[config.mk]
export PLATFORM = sky130hd
export DESIGN_NAME = vv_outq
export DESIGN_NICKNAME = d
export VERILOG_FILES = /design/src/vv_pkg.sv /design/src/vv_outq.sv
export SDC_FILE = /design/constraint.sdc
export NUM_CORES = 1
export LEC_CHECK = 0
export BUFFER_PORTS_ARGS = -buffer_cell sky130_fd_sc_hd__buf_2
export CELL_PAD_IN_SITES_DETAIL_PLACEMENT = 0
export CELL_PAD_IN_SITES_GLOBAL_PLACEMENT = 1
export CORE_ASPECT_RATIO = 1.25
export CORE_MARGIN = 10
export CORE_UTILIZATION = 24
export DETAILED_ROUTE_END_ITERATION = 12
export PLACE_DENSITY_LB_ADDON = 0.08
export REMOVE_ABC_BUFFERS = 1
export SYNTH_ARGS = -nofsm -noshare
export SYNTH_HDL_FRONTEND = slang
export SYNTH_SLANG_ARGS = --single-unit
[constraint.sdc]
create_clock -name i_clk -period 64.2 [get_ports i_clk]
set_input_delay 19.26 -clock i_clk [delete_from_list [all_inputs] [get_ports i_clk]]
set_output_delay 19.26 -clock i_clk [all_outputs]
set_load 0.02 [all_outputs]
[src/vv_pkg.sv]
// Shared types and fixed-point helpers for the velocity Verlet atom update.
// Holds the lane result struct, register indexes and the rounding and clipping functions.
// Depends on nothing; used by vv_lane, vv_outq and velocity_verlet_atom_update.
package vv_pkg;

    // Register indexes on the configuration port.
    localparam logic [2:0] REG_TIME_STEP   = 3'd0;
    localparam logic [2:0] REG_PREFACTOR_0 = 3'd1;
    localparam logic [2:0] REG_PREFACTOR_3 = 3'd4;

    // Reset values, unsigned Q8.24.
    localparam logic [31:0] TIME_STEP_RESET = 32'd83886;
    localparam logic [31:0] PREFACTOR_RESET = 32'd41943;

    // Number of prefactor registers.
    localparam int unsigned NUM_PREFACTORS = 4;

    // Kind codes.
    localparam logic KIND_KICK_DRIFT = 1'b0;
    localparam logic KIND_KICK_ONLY  = 1'b1;

    // Half an LSB of a Q8.24 product, added before the shift.
    localparam logic signed [64:0] ROUND_HALF = 65'sd8388608;

    localparam logic [31:0] SAT_MAX = 32'h7fff_ffff;
    localparam logic [31:0] SAT_MIN = 32'h8000_0000;

    // A 32-bit value together with its clip flag.
    typedef struct packed {
        logic [31:0] value;
        logic        sat;
    } t_clip;

    // Result of one axis lane.
    typedef struct packed {
        logic [31:0] new_vel;
        logic [31:0] new_pos;
        logic        sat;
    } t_lane_out;

    // Round half up, shift right by 24 with floor semantics, clip to 32 bits.
    function automatic t_clip round_q24(input logic signed [63:0] prod);
        logic signed [64:0] sum;
        logic signed [40:0] q;
        t_clip              res;
        sum = {prod[63], prod} + ROUND_HALF;
        q   = sum[64:24];
        res.sat   = (q[40:31] != {10{q[31]}});
        res.value = res.sat ? (q[40] ? SAT_MIN : SAT_MAX) : q[31:0];
        return res;
    endfunction

    // Exact sum of two signed 32-bit values, clipped to 32 bits.
    function automatic t_clip add_clip(input logic [31:0] a, input logic [31:0] b);
        logic [32:0] sum;
        t_clip       res;
        sum = {a[31], a} + {b[31], b};
        res.sat   = (sum[32] != sum[31]);
        res.value = res.sat ? (sum[32] ? SAT_MIN : SAT_MAX) : sum[31:0];
        return res;
    endfunction

endpackage

[src/vv_outq.sv]
// Output queue that merges the three lane results into one result transaction.
// A small register FIFO decouples the lanes from the output handshake.
// Depends on vv_pkg.
module vv_outq #(
    parameter int unsigned DEPTH = 8
) (
    input  logic                i_clk,
    input  logic                i_rst_n,
    input  logic                i_push,
    input  vv_pkg::t_lane_out   i_lane_x,
    input  vv_pkg::t_lane_out   i_lane_y,
    input  vv_pkg::t_lane_out   i_lane_z,
    input  logic                i_pop,
    output logic                o_valid,
    output logic [191:0]        o_data,
    output logic                o_sat
);

    localparam int unsigned PW = (DEPTH > 1) ? $clog2(DEPTH) : 1;
    localparam int unsigned EW = 193;

    logic [EW-1:0] r_mem [DEPTH];
    logic [PW-1:0] r_wr_ptr;
    logic [PW-1:0] r_rd_ptr;
    logic [PW:0]   r_count;
    logic [EW-1:0] w_entry;

    // Merge: pack the lane values and OR the clip flags.
    assign w_entry = {i_lane_x.sat | i_lane_y.sat | i_lane_z.sat,
                      i_lane_z.new_pos, i_lane_y.new_pos, i_lane_x.new_pos,
                      i_lane_z.new_vel, i_lane_y.new_vel, i_lane_x.new_vel};

    // Storage.
    always_ff @(posedge i_clk) begin
        if (i_push) begin
            r_mem[r_wr_ptr] <= w_entry;
        end
    end

    // Pointers and fill level.
    always_ff @(posedge i_clk) begin
        if (!i_rst_n) begin
            r_wr_ptr <= '0;
            r_rd_ptr <= '0;
            r_count  <= '0;
        end else begin
            if (i_push) begin
                r_wr_ptr <= (r_wr_ptr == PW'(DEPTH - 1)) ? '0 : r_wr_ptr + 1'b1;
            end
            if (i_pop && o_valid) begin
                r_rd_ptr <= (r_rd_ptr == PW'(DEPTH - 1)) ? '0 : r_rd_ptr + 1'b1;
            end
            case ({i_push, i_pop && o_valid})
                2'b10:   r_count <= r_count + 1'b1;
                2'b01:   r_count <= r_count - 1'b1;
                default: r_count <= r_count;
            endcase
        end
    end

    assign o_valid = (r_count != '0);
    assign o_data  = r_mem[r_rd_ptr][191:0];
    assign o_sat   = r_mem[r_rd_ptr][192];

endmodule
==> flow_results.xml <==
<?xml version="1.0" encoding="UTF-8"?>
<metrics>
  <group name="placement">
    <metric name="post_dp_cell_area" unit="um^2">64400</metric>
    <metric name="io_buffer_count" unit="">392</metric>
    <metric name="post-dp-hpwl" unit="um">85500</metric>
    <metric name="gp_congestion" unit="">0.663</metric>
  </group>
  <group name="cts">
    <metric name="clock-sinks" unit="">1557</metric>
    <metric name="clock_tree.root_cell" unit="">sky130_fd_sc_hd__clkbuf_16</metric>
    <metric name="cts-root-to-sink-buffers" unit="">4</metric>
    <metric name="clock_latency_at_the_later_pin_of_the_worst_skew_pair" unit="ps">840</metric>
    <metric name="htree_levels" unit="">4</metric>
    <metric name="ctsHoldBuffers" unit="">0</metric>
    <metric name="cts_made_buffers" unit="">181</metric>
    <metric name="tritoncts_clock_tree" unit="">built</metric>
    <metric name="post_cts_buffers" unit="">0</metric>
    <metric name="path_clk_slew" unit="ps">60</metric>
    <metric name="cts_repair_resize_count" unit="">0</metric>
  </group>
  <group name="power">
    <metric name="fraction_of_power_consumed_by_sequential_logic" unit="">0.446</metric>
    <metric name="switching_share" unit="">0.258</metric>
    <metric name="power.internal" unit="uW">1920</metric>
    <metric name="irDropWorstVdd" unit="uV">23.1</metric>
    <metric name="clock_power_share" unit="">0.374</metric>
    <metric name="post-layout-total-power" unit="uW">2590</metric>
    <metric name="power.switching" unit="uW">670</metric>
    <metric name="reported_leakage_power" unit="uW">0.0215</metric>
    <metric name="combPwrFrac" unit="">0.179</metric>
    <metric name="pwr_density_cell" unit="nW/um^2">37.1</metric>
  </group>
  <group name="synth">
    <metric name="post_synth_instance_area" unit="um^2">58600</metric>
    <metric name="yosys_warnings" unit="">0</metric>
    <metric name="synthDistinctLibCells" unit="">29</metric>
    <metric name="synth_xor_xnor_area_share" unit="">0.000448</metric>
    <metric name="post-synth-top-count-cell" unit="">sky130_fd_sc_hd__edfxtp_1</metric>
    <metric name="synth.cells.most_frequent" unit="">1544 x sky130_fd_sc_hd__edfxtp_1, 386 x sky130_fd_sc_hd__mux4_2, 194 x sky130_fd_sc_hd__mux2_2</metric>
    <metric name="mux_cell_area_share_after_synthesis" unit="">0.186</metric>
    <metric name="post-synth-top-area-fraction" unit="">0.791</metric>
    <metric name="synthDominantAreaCellType" unit="">sky130_fd_sc_hd__edfxtp_1</metric>
    <metric name="yosys.area_share.adder" unit="">0.00149</metric>
    <metric name="synth-compound-area-share" unit="">0.00107</metric>
    <metric name="post_synth_inst_count" unit="">2305</metric>
    <metric name="dominantRegCellSynth" unit="">sky130_fd_sc_hd__edfxtp_1</metric>
    <metric name="postSynth.asyncResetShare" unit="">0</metric>
    <metric name="synth_simple_gate_area_frac" unit="">0.00301</metric>
    <metric name="edff_count_synth" unit="">1544</metric>
    <metric name="seq_area_frac_synth" unit="">0.796</metric>
    <metric name="synth.area.top_cells" unit="">sky130_fd_sc_hd__edfxtp_1 79%, sky130_fd_sc_hd__mux4_2 15%, sky130_fd_sc_hd__mux2_2 3.7%</metric>
    <metric name="ys_ff_latch" unit="">1557</metric>
    <metric name="largest_family_of_logic_cells_by_synthesized_area" unit="">multiplexers</metric>
    <metric name="syn_avg_cell_area" unit="um^2">25.4</metric>
  </group>
  <group name="sta">
    <metric name="max_freq" unit="MHz">40.2</metric>
    <metric name="min_period_over_period" unit="">0.387</metric>
    <metric name="slew_headroom" unit="">0.300</metric>
    <metric name="fin_skew" unit="ps">42.2</metric>
    <metric name="worst_hold_slack" unit="ps">472</metric>
    <metric name="timing_worst_slew_pin_value" unit="ps">1050</metric>
    <metric name="final_hold_viol_count" unit="">0</metric>
    <metric name="setup-tns-final" unit="ps">0</metric>
    <metric name="period_needed" unit="ps">24850</metric>
    <metric name="timing_max_transition_violations_final" unit="">0</metric>
    <metric name="rsz0062_at_grt" unit="">false</metric>
    <metric name="report.final.setup_viol" unit="">0</metric>
  </group>
  <group name="floorplan">
    <metric name="core-area" unit="um^2">243000</metric>
    <metric name="die_height" unit="um">573</metric>
    <metric name="floorplan.die.width" unit="um">462</metric>
    <metric name="floorplan.die_area" unit="um^2">264000</metric>
    <metric name="std_cell_rows" unit="">202</metric>
    <metric name="boundaryPins" unit="">393</metric>
    <metric name="floorplan.initialDensity" unit="">0.242</metric>
  </group>
  <group name="routing">
    <metric name="drt_pass1_iterations" unit="">5</metric>
    <metric name="routed_wire_length_per_instance" unit="um">25.7</metric>
    <metric name="post_drt_via_cell_ratio" unit="">4.28</metric>
    <metric name="detailedRoute.firstIterationViolations" unit="">1479</metric>
    <metric name="via_count" unit="">26234</metric>
    <metric name="wl" unit="um">157000</metric>
    <metric name="drc_errors" unit="">0</metric>
    <metric name="route.antenna.remaining_nets" unit="">0</metric>
  </group>
  <group name="run_status">
    <metric name="result_of_the_run" unit="">completed</metric>
  </group>
  <group name="critical_path">
    <metric name="criticalPathCategory" unit="">flip-flop to output pin</metric>
    <metric name="worstSetupStartpointType" unit="">flip-flop</metric>
    <metric name="timing.critical_path.to_type" unit="">output pin</metric>
    <metric name="cp.arrival" unit="ps">5590</metric>
    <metric name="data_required_time_of_the_critical_path" unit="ps">44940</metric>
    <metric name="critPathMaxFanout" unit="">93</metric>
  </group>
  <group name="global_route">
    <metric name="grt_first_pass_wirelength" unit="um">221000</metric>
    <metric name="maximum_number_of_pins_on_one_net_before_global_route_repair" unit="">97</metric>
    <metric name="global_route.overflow_total" unit="">0</metric>
    <metric name="grt_pass1_vias" unit="">28952</metric>
    <metric name="antenna_found_initial" unit="">72</metric>
    <metric name="grt_usage" unit="">0.117</metric>
  </group>
  <group name="job">
    <metric name="max_cap_violations" unit="">0</metric>
  </group>
  <group name="layout">
    <metric name="final_layout_size_suffix_gt1_frac" unit="">0.429</metric>
    <metric name="final_nets" unit="">3030</metric>
    <metric name="final_area" unit="um^2">69900</metric>
    <metric name="syn_to_final_growth" unit="%">19.3</metric>
    <metric name="layout.core_utilization" unit="">0.288</metric>
  </group>
  <group name="worst_hold_path">
    <metric name="worst_min_delay_path_category" unit="">flip-flop to flip-flop</metric>
  </group>
</metrics>
cell usage in the layout, fill, tap and decap left out, types with 3 or more instances in the layout:
cell | synthesis | layout
sky130_fd_sc_hd__dfxtp_4 | 0 | 3
sky130_fd_sc_hd__mux4_2 | 386 | 386
sky130_fd_sc_hd__buf_4 | 0 | 46
sky130_fd_sc_hd__nand2b_1 | 4 | 4
sky130_fd_sc_hd__nor2_4 | 0 | 6
sky130_fd_sc_hd__nor2b_1 | 3 | 3
sky130_fd_sc_hd__buf_2 | 10 | 392
sky130_fd_sc_hd__clkbuf_1 | 31 | 48
sky130_fd_sc_hd__diode_2 | 0 | 8
sky130_fd_sc_hd__edfxtp_1 | 1544 | 1544
sky130_fd_sc_hd__nand2_1 | 9 | 9
sky130_fd_sc_hd__ha_1 | 7 | 7
sky130_fd_sc_hd__clkinv_2 | 0 | 23
sky130_fd_sc_hd__dfxtp_1 | 13 | 10
sky130_fd_sc_hd__bufinv_16 | 0 | 10
sky130_fd_sc_hd__buf_12 | 0 | 7
sky130_fd_sc_hd__clkinvlp_4 | 0 | 4
sky130_fd_sc_hd__inv_16 | 0 | 3
sky130_fd_sc_hd__clkinv_1 | 0 | 35
sky130_fd_sc_hd__or3_1 | 3 | 3
sky130_fd_sc_hd__mux2_2 | 194 | 194
sky130_fd_sc_hd__a21boi_0 | 4 | 4
sky130_fd_sc_hd__clkbuf_16 | 0 | 184
sky130_fd_sc_hd__mux2i_1 | 4 | 4
flip-flops by register name, indices dropped and copies added, names as in the netlist, named ones only:
signal,cells
r_wr_ptr,3
r_count,4
r_mem,1544
r_rd_ptr,3
through the flow:
stage	instances	worst slack [ps]
6_report	6125	39350
3_3_place_gp	5803	39930
5_1_grt	6120	38680
2_1_floorplan	2196	28040
4_1_cts	6117	38920
3_5_place_dp	5803	39880
worst paths after layout:
path / start / endpoint / slack (ps) / depth (start not counted)
max: flip-flop / o_data[187] / 39350 / 6
min: r_count[3]$_SDFFE_PN0P_ / r_count[3]$_SDFFE_PN0P_ / 470 / 2
max reg2reg: r_wr_ptr[0]$_SDFFE_PN0P_ / r_mem[6][35]$_DFFE_PP_ / 60280 / 5
min reg2reg: r_count[3]$_SDFFE_PN0P_ / r_count[3]$_SDFFE_PN0P_ / 470 / 2
metal layers:
layer / wire [um] / track usage / share of wire
met2: 77300 / 0.198 / 0.49
met1: 66800 / 0.148 / 0.43
met4: 4280 / 0.0317 / 0.027
met3: 8460 / 0.0284 / 0.054
met5: 283 / 0 / 0.0018
kinds of logic (layout without fill, tap and decap cells):
| kind of cell | count (synthesis) | in the layout |
|---|---|---|
| AO/OA/AOI/OAI | 9 | 9 |
| other | 0 | 8 |
| flip-flops | 1557 | 1557 |
| AND/OR/NAND/NOR | 34 | 34 |
| buffers and inverters | 111 | 761 |
| multiplexers | 584 | 584 |
| adder cells (fa/ha/maj) | 7 | 7 |
| XOR/XNOR | 3 | 3 |
final cells by class:
cell class	count	area (um^2)
Fill cell	23675	173000
Sequential cell	1557	46600
Multi-Input combinational cell	637	11300
Clock buffer	234	4810
Tap cell	3162	3960
Timing Repair Buffer	445	2450
Clock inverter	80	709
Antenna cell	8	20.0
Inverter	2	7.51
worst max-delay path, stage by stage, from the launching register on:
cell                      delay (ps)
sky130_fd_sc_hd__dfxtp_4         940
sky130_fd_sc_hd__buf_4           850
sky130_fd_sc_hd__buf_12          680
sky130_fd_sc_hd__buf_4           870
sky130_fd_sc_hd__mux4_2          610
sky130_fd_sc_hd__mux2_2          340
sky130_fd_sc_hd__buf_2           180
power groups by stage:
| stage | clock network, uW | logic, uW | registers [uW] |
|---|---|---|---|
| floorplan | 0 | 457 | 1230 |
| CTS | 1010 | 488 | 1160 |
| detailed placement | 0 | 486 | 1180 |
| global route | 1050 | 506 | 1160 |
| finish | 971 | 465 | 1160 |
| global placement | 0 | 483 | 1180 |
No activity file was read; power rests on OpenSTA's default activity.
